===== config.mk =====
export PLATFORM = sky130hd
export DESIGN_NAME = speed_table_interpolator
export DESIGN_NICKNAME = d
export VERILOG_FILES = /design/src/rtl/core/sti_pkg.sv /design/src/rtl/core/sti_table.sv /design/src/rtl/core/sti_div.sv /design/src/rtl/core/speed_table_interpolator.sv
export SDC_FILE = /design/constraint.sdc
export NUM_CORES = 1
export LEC_CHECK = 0
export CAP_MARGIN = 10
export CORE_MARGIN = 2
export CORE_UTILIZATION = 42
export CTS_BUF_LIST = sky130_fd_sc_hd__clkbuf_4 sky130_fd_sc_hd__clkbuf_8
export DETAILED_ROUTE_END_ITERATION = 6
export DONT_BUFFER_PORTS = 1
export PLACE_DENSITY = 0.6
export SKIP_CTS_REPAIR_TIMING = 1
export SLEW_MARGIN = 20
export SYNTH_ARGS = -nofsm -noshare
export SYNTH_HDL_FRONTEND = slang
export SYNTH_SLANG_ARGS = --single-unit

===== constraint.sdc =====
create_clock -name i_clk -period 6.8 [get_ports i_clk]
set_clock_uncertainty 0.15 [all_clocks]
set_input_delay 0 -clock i_clk [delete_from_list [all_inputs] [get_ports i_clk]]
set_output_delay 0 -clock i_clk [all_outputs]
set_load 0.1 [all_outputs]

===== src/rtl/core/sti_pkg.sv =====
package sti_pkg;

    localparam int TABLE_DEPTH_DEF = 32;

    localparam int OPC_W   = 2;
    localparam int INDEX_W = 5;
    localparam int STEP_W  = 7;
    localparam int SPEED_W = 10;
    localparam int QUERY_W = 11;
    localparam int CFG_W   = 6;
    localparam int ENTRY_W = STEP_W + SPEED_W;
    localparam int KEY_W   = SPEED_W;

    localparam int QUO_W     = 20;
    localparam int DIV_CNT_W = $clog2(QUO_W);

    localparam logic [KEY_W-1:0] MAG_MAX = 10'd1023;

    localparam logic [OPC_W-1:0] OP_WRITE    = 2'd0;
    localparam logic [OPC_W-1:0] OP_TO_STEP  = 2'd1;
    localparam logic [OPC_W-1:0] OP_TO_SPEED = 2'd2;

    typedef struct packed {
        logic             start;
        logic [QUO_W-1:0] dividend;
        logic [KEY_W-1:0] divisor;
    } t_div_req;

    typedef struct packed {
        logic             done;
        logic [QUO_W-1:0] quotient;
    } t_div_rsp;

endpackage


===== src/rtl/core/sti_table.sv =====
module sti_table import sti_pkg::*; #(
    parameter int DEPTH = TABLE_DEPTH_DEF,
    parameter int AW    = 5
) (
    input  logic               i_clk,
    input  logic               i_wr_en,
    input  logic [AW-1:0]      i_wr_addr,
    input  logic [ENTRY_W-1:0] i_wr_data,
    input  logic [AW-1:0]      i_rd_addr,
    output logic [ENTRY_W-1:0] o_rd_data
);

    logic [ENTRY_W-1:0] r_mem [DEPTH];
    logic [ENTRY_W-1:0] r_rd_data;

    always_ff @(posedge i_clk) begin
        if (i_wr_en) begin
            r_mem[i_wr_addr] <= i_wr_data;
        end
    end

    always_ff @(posedge i_clk) begin
        r_rd_data <= r_mem[i_rd_addr];
    end

    assign o_rd_data = r_rd_data;

endmodule


===== src/rtl/core/sti_div.sv =====
module sti_div import sti_pkg::*; (
    input  logic     i_clk,
    input  logic     i_rst_n,
    input  t_div_req i_req,
    output t_div_rsp o_rsp
);

    logic                 r_busy;
    logic                 r_done;
    logic [DIV_CNT_W-1:0] r_cnt;
    logic [KEY_W-1:0]     r_rem;
    logic [QUO_W-1:0]     r_quo;
    logic [KEY_W-1:0]     r_dvs;

    logic [KEY_W:0]       rem_sh;
    logic                 fits;
    logic [KEY_W:0]       rem_diff;
    logic [KEY_W-1:0]     n_rem;
    logic [QUO_W-1:0]     n_quo;

    always_comb begin
        rem_sh   = {r_rem, r_quo[QUO_W-1]};
        fits     = rem_sh >= {1'b0, r_dvs};
        rem_diff = rem_sh - {1'b0, r_dvs};
        n_rem    = fits ? rem_diff[KEY_W-1:0] : rem_sh[KEY_W-1:0];
        n_quo    = {r_quo[QUO_W-2:0], fits};
    end

    always_ff @(posedge i_clk) begin
        if (!i_rst_n) begin
            r_busy <= 1'b0;
            r_done <= 1'b0;
            r_cnt  <= '0;
        end else begin
            r_done <= i_req.start ? 1'b0
                                  : (r_busy && (r_cnt == DIV_CNT_W'(QUO_W - 1)));
            if (i_req.start) begin
                r_busy <= 1'b1;
                r_cnt  <= '0;
                r_rem  <= '0;
                r_quo  <= i_req.dividend;
                r_dvs  <= i_req.divisor;
            end else if (r_busy) begin
                r_rem <= n_rem;
                r_quo <= n_quo;
                r_cnt <= r_cnt + 1'b1;
                if (r_cnt == DIV_CNT_W'(QUO_W - 1)) begin
                    r_busy <= 1'b0;
                end
            end
        end
    end

    assign o_rsp.done     = r_done;
    assign o_rsp.quotient = r_quo;

endmodule


===== src/rtl/core/speed_table_interpolator.sv =====
// Converts signed speeds between speed steps and mm/s through a calibration
// table of ascending (speed step, mm/s) pairs held in a single-port-read RAM.
// Input beats carry an opcode: a write beat stores one table entry and gives
// no result, a query beat converts i_query_value and gives one output beat.
// The register entry_count selects how many table entries are in use.
// Write beats never stall the input.
// A query walks the table one entry per cycle, limited by the RAM read port.
// A clamped result comes straight from the table walk; an interpolated one
// also passes through the multiply stage and the restoring divider.
// The input is stalled while a query is in progress, one query at a time.
// The result sits in an output register; the next beat is accepted while it
// waits, but a following query holds its result until the register is free.
// Reset clears the control state and sets entry_count to one. Table entries
// are not cleared and must be written before they are used.
module speed_table_interpolator import sti_pkg::*; #(
    parameter int TABLE_DEPTH = TABLE_DEPTH_DEF
) (
    input  logic                      i_clk,
    input  logic                      i_rst_n,
    input  logic                      i_cfg_we,
    input  logic [CFG_W-1:0]          i_cfg_wdata,
    input  logic                      i_in_valid,
    output logic                      o_in_stall,
    input  logic [OPC_W-1:0]          i_opcode,
    input  logic [INDEX_W-1:0]        i_entry_index,
    input  logic [STEP_W-1:0]         i_entry_step,
    input  logic [SPEED_W-1:0]        i_entry_speed,
    input  logic signed [QUERY_W-1:0] i_query_value,
    output logic                      o_out_valid,
    input  logic                      i_out_stall,
    output logic signed [QUERY_W-1:0] o_converted_value
);

    localparam int AW = (TABLE_DEPTH > 1) ? $clog2(TABLE_DEPTH) : 1;

    typedef enum logic [2:0] {
        S_IDLE,
        S_FIRST,
        S_WALK,
        S_MUL,
        S_DSTART,
        S_DWAIT,
        S_RESULT
    } t_state;

    t_state                     r_state;
    logic [CFG_W-1:0]           r_entry_count;
    logic                       r_by_speed;
    logic                       r_neg;
    logic [KEY_W-1:0]           r_mag;
    logic [AW-1:0]              r_idx;
    logic [AW-1:0]              r_last;
    logic [KEY_W-1:0]           r_k0;
    logic [KEY_W-1:0]           r_v0;
    logic signed [QUERY_W-1:0]  r_diff;
    logic [KEY_W-1:0]           r_off;
    logic [KEY_W-1:0]           r_dk;
    logic signed [QUO_W:0]      r_prod;
    logic                       r_num_neg;
    logic [KEY_W-1:0]           r_res;
    logic                       r_o_valid;
    logic signed [QUERY_W-1:0]  r_o_value;

    logic                       in_accept;
    logic                       is_query;
    logic                       wr_en;
    logic [AW-1:0]              rd_addr;
    logic [ENTRY_W-1:0]         rd_data;
    logic [KEY_W-1:0]           rd_key;
    logic [KEY_W-1:0]           rd_val;
    logic [QUERY_W-1:0]         q_mag;
    logic [KEY_W-1:0]           n_mag;
    logic [AW-1:0]              n_last;
    logic signed [QUO_W+1:0]    mul_full;
    logic signed [QUO_W:0]      num_s;
    logic [QUO_W:0]             num_abs;
    logic signed [QUO_W+1:0]    q_signed;
    logic signed [QUO_W+1:0]    interp_sum;
    logic [KEY_W-1:0]           n_interp;
    logic                       out_free;
    t_div_req                   div_req;
    t_div_rsp                   div_rsp;

    assign in_accept  = i_in_valid && !o_in_stall;
    assign o_in_stall = (r_state != S_IDLE);
    assign is_query   = (i_opcode == OP_TO_STEP) || (i_opcode == OP_TO_SPEED);
    assign wr_en      = in_accept && (i_opcode == OP_WRITE)
                        && (32'(i_entry_index) < TABLE_DEPTH);
    assign rd_addr    = (r_state == S_IDLE) ? '0 : r_idx + AW'(1);
    assign out_free   = !r_o_valid || !i_out_stall;

    sti_table #(
        .DEPTH (TABLE_DEPTH),
        .AW    (AW)
    ) u_table (
        .i_clk     (i_clk),
        .i_wr_en   (wr_en),
        .i_wr_addr (AW'(i_entry_index)),
        .i_wr_data ({i_entry_step, i_entry_speed}),
        .i_rd_addr (rd_addr),
        .o_rd_data (rd_data)
    );

    sti_div u_div (
        .i_clk   (i_clk),
        .i_rst_n (i_rst_n),
        .i_req   (div_req),
        .o_rsp   (div_rsp)
    );

    always_comb begin
        if (r_by_speed) begin
            rd_key = rd_data[SPEED_W-1:0];
            rd_val = KEY_W'(rd_data[ENTRY_W-1:SPEED_W]);
        end else begin
            rd_key = KEY_W'(rd_data[ENTRY_W-1:SPEED_W]);
            rd_val = rd_data[SPEED_W-1:0];
        end
    end

    always_comb begin
        q_mag = i_query_value[QUERY_W-1] ? QUERY_W'(-i_query_value)
                                         : QUERY_W'(i_query_value);
        n_mag = q_mag[QUERY_W-1] ? MAG_MAX : q_mag[KEY_W-1:0];
    end

    always_comb begin
        if (r_entry_count == '0) begin
            n_last = '0;
        end else if (32'(r_entry_count) > TABLE_DEPTH) begin
            n_last = AW'(TABLE_DEPTH - 1);
        end else begin
            n_last = AW'(r_entry_count - 1'b1);
        end
    end

    always_comb begin
        mul_full = r_diff * $signed({1'b0, r_off});
        num_s    = r_prod + $signed({{(QUO_W - KEY_W + 2){1'b0}}, r_dk[KEY_W-1:1]});
        num_abs  = num_s[QUO_W] ? (QUO_W + 1)'(-num_s) : (QUO_W + 1)'(num_s);
        div_req.start    = (r_state == S_DSTART);
        div_req.dividend = num_abs[QUO_W-1:0];
        div_req.divisor  = r_dk;
    end

    always_comb begin
        q_signed   = $signed({2'b00, div_rsp.quotient});
        interp_sum = $signed({{(QUO_W - KEY_W + 2){1'b0}}, r_v0})
                     + (r_num_neg ? -q_signed : q_signed);
        if (interp_sum < 0) begin
            n_interp = '0;
        end else if (interp_sum > $signed((QUO_W + 2)'(MAG_MAX))) begin
            n_interp = MAG_MAX;
        end else begin
            n_interp = interp_sum[KEY_W-1:0];
        end
    end

    always_ff @(posedge i_clk) begin
        if (!i_rst_n) begin
            r_entry_count <= CFG_W'(1);
        end else if (i_cfg_we) begin
            r_entry_count <= i_cfg_wdata;
        end
    end

    always_ff @(posedge i_clk) begin
        if (!i_rst_n) begin
            r_state   <= S_IDLE;
            r_o_valid <= 1'b0;
        end else begin
            if (r_o_valid && !i_out_stall && (r_state != S_RESULT)) begin
                r_o_valid <= 1'b0;
            end
            case (r_state)
                S_IDLE: begin
                    if (in_accept && is_query) begin
                        r_by_speed <= (i_opcode == OP_TO_STEP);
                        r_neg      <= i_query_value[QUERY_W-1];
                        r_mag      <= n_mag;
                        r_idx      <= '0;
                        r_last     <= n_last;
                        r_state    <= S_FIRST;
                    end
                end
                S_FIRST: begin
                    r_k0 <= rd_key;
                    r_v0 <= rd_val;
                    if (r_mag <= rd_key || r_idx == r_last) begin
                        r_res   <= rd_val;
                        r_state <= S_RESULT;
                    end else begin
                        r_idx   <= r_idx + 1'b1;
                        r_state <= S_WALK;
                    end
                end
                S_WALK: begin
                    if (r_k0 <= r_mag && r_mag <= rd_key) begin
                        if (rd_key == r_k0) begin
                            r_res   <= r_v0;
                            r_state <= S_RESULT;
                        end else begin
                            r_diff  <= $signed({1'b0, rd_val}) - $signed({1'b0, r_v0});
                            r_off   <= r_mag - r_k0;
                            r_dk    <= rd_key - r_k0;
                            r_state <= S_MUL;
                        end
                    end else begin
                        r_k0 <= rd_key;
                        r_v0 <= rd_val;
                        if (r_idx == r_last) begin
                            r_res   <= rd_val;
                            r_state <= S_RESULT;
                        end else begin
                            r_idx <= r_idx + 1'b1;
                        end
                    end
                end
                S_MUL: begin
                    r_prod  <= mul_full[QUO_W:0];
                    r_state <= S_DSTART;
                end
                S_DSTART: begin
                    r_num_neg <= num_s[QUO_W];
                    r_state   <= S_DWAIT;
                end
                S_DWAIT: begin
                    if (div_rsp.done) begin
                        r_res   <= n_interp;
                        r_state <= S_RESULT;
                    end
                end
                S_RESULT: begin
                    if (out_free) begin
                        r_o_valid <= 1'b1;
                        r_o_value <= r_neg ? -$signed({1'b0, r_res})
                                           : $signed({1'b0, r_res});
                        r_state   <= S_IDLE;
                    end
                end
                default: begin
                    r_state <= S_IDLE;
                end
            endcase
        end
    end

    assign o_out_valid       = r_o_valid;
    assign o_converted_value = r_o_value;

endmodule


==> results of run 1 <==
cell usage after synthesis (all sizes together), types with 22 or more instances:
library cell	n	area, um^2
a211oi	42	315
nor3	38	190
o221ai	45	394
nor2	141	529
ha	127	1590
nand2	320	1200
xor2	48	420
a31oi	45	282
edfxtp	700	21000
fa	108	2160
or3	30	188
dfxtp	34	681
mux2i	63	631
mux2	67	754
inv	224	841
o22ai	22	138
nand3	50	250
and3	57	357
o21ai	164	821
and2	86	538
clkbuf	143	547
o211ai	22	165
a21oi	168	841
xnor2	70	613
nor2b	52	325
worst max-delay path by stage:
| stage | cells past startpoint | start | slack (ns) | to |
|---|---|---|---|---|
| after floorplan | 16 | r_off[2] | 1.64 | r_prod[19] |
| after global placement | 17 | r_off[2] | 1.39 | r_prod[19] |
| after detailed placement | 15 | r_off[2] | 1.33 | r_prod[19] |
| after CTS | 15 | r_off[2] | 1.31 | r_prod[19] |
| after global routing | 18 | r_diff[5] | 1.0 | r_prod[20] |
| final | 18 | r_diff[5] | 1.33 | r_prod[20] |
kinds of logic (layout without fill, tap and decap cells):
| logic type | Yosys count | in the layout | share of synthesized area, % |
|---|---|---|---|
| xor gates and xnor gates | 118 | 118 | 2.70 |
| DFF | 734 | 734 | 56.7 |
| AOI/OAI and AO/OA | 659 | 659 | 11.1 |
| muxes | 147 | 147 | 4.62 |
| and+or+nand+nor | 867 | 867 | 11.2 |
| buffers and inverters | 388 | 585 | 3.87 |
| adders and majority gates | 237 | 237 | 9.85 |
| other | 0 | 4 | 0 |
worst register-to-register path, delay by kind of cell, from the launching register on:
family / cells / cell delay [ns]
compound gates: 6 / 1.22
xor+xnor: 1 / 0.09
simple gates: 2 / 0.45
flops: 1 / 0.56
buf+inv: 3 / 0.14
fa+ha+maj: 6 / 2.59
sequential cells by signal (all words and copies together), names as in the netlist, 3 cells and up:
name / cells
r_prod: 21
r_idx: 5
r_diff: 11
r_k0: 10
u_table.r_mem: 544
r_entry_count: 6
r_last: 5
u_div.r_cnt: 5
r_state: 3
r_dk: 10
u_div.r_dvs: 10
u_div.r_quo: 20
r_off: 10
o_converted_value: 11
u_table.o_rd_data: 17
r_res: 10
u_div.r_rem: 10
r_mag: 10
r_v0: 10
power by group through the flow:
stage | clock (W) | sequential (W) | combinational (W)
5_1_grt | 0.00406 | 0.00557 | 0.00709
4_1_cts | 0.00386 | 0.00554 | 0.00633
3_5_place_dp | 0 | 0.00564 | 0.00631
3_3_place_gp | 0 | 0.00563 | 0.00622
6_report | 0.00378 | 0.00554 | 0.00644
2_1_floorplan | 0 | 0.00553 | 0.00437
area by class of cell:
cell class              count  area [um^2]
multi-input cells        2028        15200
flip-flops and latches    734        21700
inverters                 225          845
clock inverters            44          335
repair buffers            153         1580
clock buffers             163         1990
diodes                      4         10.0
well taps                1176         1470
fillers                  7934        47000
through the flow:
stage	setup WS [ns]	utilization [%]	hold WS (ns)
after floorplan	1.64	-	-0.0511
after global placement	1.39	44.0	-0.0495
after detailed placement	1.33	44.0	-0.0495
after CTS	1.31	46.6	-0.876
after global routing	0.997	47.8	-0.00122
final	1.33	47.8	0.0113
per-layer routing:
layer	part of all wire, %	track usage [%]	vias to the layer above
met5	0	0	-
met4	3.0	6.30	0
met3	5.8	3.17	197
met2	49	35.5	827
met1	42	27.3	12500
li1	-	-	11800
==> impl_metrics.ini, run 1 <==
[final_layout]
area_delta_synth_final_pct = 12.7
drive_above_1_share_pct = 11.6
stdcell_area_mm2 = 0.0431
finalNetCount = 3539
mostFrequentLayoutCells = edfxtp_1 (700), nand2_1 (318), inv_1 (222), a21oi_1 (168), o21ai_0 (162)
fin_cells = 4527
final_common_cell = edfxtp_1

[placed_design]
gp_congestion = 0.868
placed_cell_area_mm2 = 0.0397
dp_cells = 4221
place_hpwl_um = 63100
port_buffers = 0

[status]
status = finished clean

[clock_tree]
cts_made_buffers = 116
clk_latency_ns = 0.75
root_buffer = clkbuf_8
clk_pin_slew_ns = 0.06
cts_tree = done
cts_sinks = 734
h-tree-depth = 3
cts_buffer_depth = 3

[worst_setup_path]
timing.rr.start = r_diff[5]
critPathMaxFanout = 10
slowest_delay_ns = 0.56
worstSetupStartpointType = flop
end_kind = flop
rrSetupSlack_ns = 1.33
cp_top_family = adder cells
path_class = flop to flop
rr_endpoint = r_prod[20]
path_buf_inv = 3
cp_data_required_time_ns = 7.11
critPathMostFrequentCell = fa_1
rr_worst_depth = 18
cp_slowest_cell = edfxtp_1
worstPathArrival_ns = 5.78
path_cells = nand2_1 -> fa_1 -> inv_1 -> fa_1 -> ha_1 -> fa_1 -> inv_1 -> fa_1 -> inv_1 -> ha_1 -> or2_2 -> a21oi_1 -> a211oi_1 -> o31a_1 -> a21o_1 -> a21o_1 -> a21oi_1 -> xnor2_1

[sta]
max_slew_margin_pct = 29.8
fmax_mhz = 183
fin_crit_ns = 5.47
setup_viol = 0
slew_violations = 0
rsz0062_at_grt = false
fin_tns_setup_ns = 0
tightestPinTransition_ns = 1.05
hold_violations = 0
finalCritPeriodShare_pct = 80.5

[routing]
ant_nets = 0
drt_wl_total_um = 98800
vias_per_cell = 5.60
drt_iter0_drc = 2523
first_pass_iters = 5
vias = 25400
drcViolationCount = 0
wl_per_cell_um = 21.8

[floorplan]
die_area_mm2 = 0.0936
start_util_pct = 42.5
rows = 110
die_w_um = 306
die_h_um = 306
io_pins = 59
core_mm2 = 0.0901

[power_and_ir_drop]
p_int_w = 0.00967
power.density_mw_per_mm2 = 366
p_seq_share_pct = 35.2
sw_frac_of_total_pct = 38.7
p_comb_share_pct = 40.9
p_clk_share_pct = 24.0
vdd_drop_max_mv = 0.302
p_sw_w = 0.00610
p_total_w = 0.0158
p_leak_nw = 15.9

[global_route]
antenna_found_initial = 4
grt_overflow = 0
grt_max_degree = 144
grt_pass1_vias = 25300
grt_usage_pct = 20.7
grt_pass1_wl_um = 149000

[yosys]
synth_edf_count = 700
synth_area_mm2 = 0.0383
ys_warn_count = 0
ys_ff_latch = 734
seq_area_frac_synth_pct = 56.7
synth-async-reset-ratio_pct = 0
syn_area_per_cell_um2 = 12.2
synthCells = 3150
synth_nets = 3431
yosysUniqueCellTypes = 85
ys.flop_type = edfxtp_1

[hold_path]
min_to = u_table.r_mem[17][15]
worstHoldPathCells = 2
hold_path_class = input port to flop
hold_start = i_entry_step[5]

[flow_run]
drv_cap = 0
(Power assumes the default switching activity.)
==> run 2: changes to the inputs <==
--- a/config.mk
+++ b/config.mk
@@ -11,7 +11,7 @@
 export CTS_BUF_LIST = sky130_fd_sc_hd__clkbuf_4 sky130_fd_sc_hd__clkbuf_8
 export DETAILED_ROUTE_END_ITERATION = 6
 export DONT_BUFFER_PORTS = 1
-export PLACE_DENSITY = 0.6
+export PLACE_DENSITY = 0.63
 export SKIP_CTS_REPAIR_TIMING = 1
 export SLEW_MARGIN = 20
 export SYNTH_ARGS = -nofsm -noshare
==> constraint.sdc (replaced) <==
create_clock -name i_clk -period 4.7 [get_ports i_clk]
set_clock_uncertainty 0.15 [all_clocks]
set_input_delay 0 -clock i_clk [delete_from_list [all_inputs] [get_ports i_clk]]
set_output_delay 0 -clock i_clk [all_outputs]
set_load 0.1 [all_outputs]
==> impl_metrics.ini, run 2 (same netlist as run 1, synthesis figures left out) <==
[status]
status = finished with violations
violations = negative setup slack

[worst_setup_path]
end_kind = flop
crit_start = r_diff[7]
rrSetupSlack_ns = -0.42
cp_data_required_time_ns = 5.14
worstPathArrival_ns = 5.56
cp-endpoint = r_prod[19]
rr_worst_depth = 15
slowest_delay_ns = 0.52
worstSetupStartpointType = flop
critPathMostFrequentCell = fa_1
path_cells = buf_4 -> and2_1 -> fa_1 -> fa_1 -> inv_1 -> fa_1 -> fa_1 -> inv_1 -> fa_1 -> ha_2 -> or3_1 -> nor3_4 -> nor3_2 -> or4_1 -> nand3_1
path_class = flop to flop
critPathMaxFanout = 7
cp_slowest_cell = edfxtp_1
rr_endpoint = r_prod[19]
timing.rr.start = r_diff[7]

[global_route]
antenna_found_initial = 2
grt_max_degree = 81
grt_usage_pct = 19.9
grt_pass1_vias = 24800
grt_overflow = 0
grt_pass1_wl_um = 144000

[clock_tree]
clk_latency_ns = 0.75
cts_tree = done
cts_sinks = 734
cts_buffer_depth = 3
h-tree-depth = 3
cts_made_buffers = 114
root_buffer = clkbuf_8
clk_pin_slew_ns = 0.08

[placed_design]
dp_worst_setup_slack_ns = -0.494
port_buffers = 0
gp_congestion = 0.852
place_hpwl_um = 62700

[floorplan]
start_util_pct = 42.5
die_w_um = 306
io_pins = 59
rows = 110
die_h_um = 306
core_mm2 = 0.0901
die_area_mm2 = 0.0936

[routing]
vias_per_cell = 5.53
ant_nets = 0
wl_per_cell_um = 20.9
drt_wl_total_um = 97400
drcViolationCount = 0
first_pass_iters = 7
vias = 25800
drt_iter0_drc = 2343

[final_layout]
final_common_cell = edfxtp_1
regMostFlops = u_table.r_mem
final_util_pct = 49.6
largest_register_ffs = 544
fillers = 7786
drive_above_1_share_pct = 16.0
area_delta_synth_final_pct = 16.8
reg_top3 = u_table.r_mem (544), r_prod (21), u_div.r_quo (20)
mostFrequentLayoutCells = edfxtp_1 (700), nand2_1 (318), inv_1 (217), buf_4 (170), a21oi_1 (163)
finalNetCount = 3685
diodes = 0

[sta]
setup_viol = 7
rsz0062_at_grt = true
fmax_mhz = 195
finalCritPeriodShare_pct = 109
tightestPinTransition_ns = 1.03
fin_tns_setup_ns = -2.03
max_slew_margin_pct = 30.8
slew_violations = 0
hold_violations = 0
fin_crit_ns = 5.12
setup_ws_ns = -0.419

[power_and_ir_drop]
p_comb_share_pct = 42.0
vdd_drop_max_mv = 0.359
power.density_mw_per_mm2 = 533
p_sw_w = 0.00900
p_seq_share_pct = 33.6
sw_frac_of_total_pct = 37.8
p_clk_share_pct = 24.4
p_int_w = 0.0148
p_leak_nw = 16.7

[hold_path]
hold_path_class = input port to flop

[flow_run]
drv_cap = 0
==> run 2: worst min-delay path by stage <==
stage / start / end / slack (ns) / cells after the start
after global routing: i_entry_speed[7] / u_table.r_mem[5][7] / 0.002 / 2
final: i_entry_step[1] / u_table.r_mem[25][11] / 0.05 / 2
after detailed placement: i_query_value[10] / r_neg / -0.05 / 0
after global placement: i_query_value[10] / r_neg / -0.05 / 0
after CTS: i_entry_speed[0] / u_table.r_mem[25][0] / -0.88 / 0
after floorplan: i_query_value[10] / r_neg / -0.05 / 0
==> run 2: critical path, delay by kind of cell, from the launching register on <==
kind	cells	cell delay (ns)
simple gates	6	1.38
fa+ha+maj	6	2.63
flops	1	0.52
buf+inv	3	0.29
==> run 2: stage by stage <==
step	std cells	hold WS [ns]	area, um^2	power, W
3_3_place_gp	4329	-0.0496	40600	0.0177
6_report	4668	0.0463	44700	0.0238
4_1_cts	4533	-0.876	43100	0.0236
2_1_floorplan	3150	-0.0511	38500	0.0144
3_5_place_dp	4329	-0.0496	40600	0.0178
5_1_grt	4668	0.00202	44700	0.0252
==> run 2: per-layer routing <==
layer / share of wire, % / vias up / track usage (%)
li1: - / 12100 / -
met5: 0.026 / - / 0
met1: 42 / 12800 / 25.9
met2: 49 / 785 / 34.0
met4: 3.0 / 4 / 6.30
met3: 5.8 / 168 / 3.17
==> run 2: power groups by stage <==
stage                     logic [W]  clock network [W]  registers [W]
final                        0.0100            0.00582        0.00800
after CTS                   0.00965            0.00591        0.00800
after global placement      0.00952                  0        0.00813
after floorplan             0.00642                  0        0.00800
after global routing         0.0109            0.00619        0.00803
after detailed placement    0.00962                  0        0.00813
==> run 2: cell type report <==
cell class	instances	area, um^2	share of cell area [%]
Clock buffer	156	1920	4.30
Clock inverter	48	549	1.23
Inverter	225	845	1.89
Multi-Input combinational cell	2028	15400	34.4
Sequential cell	734	21700	48.5
Tap cell	1176	1470	3.29
Timing Repair Buffer	301	2830	6.34
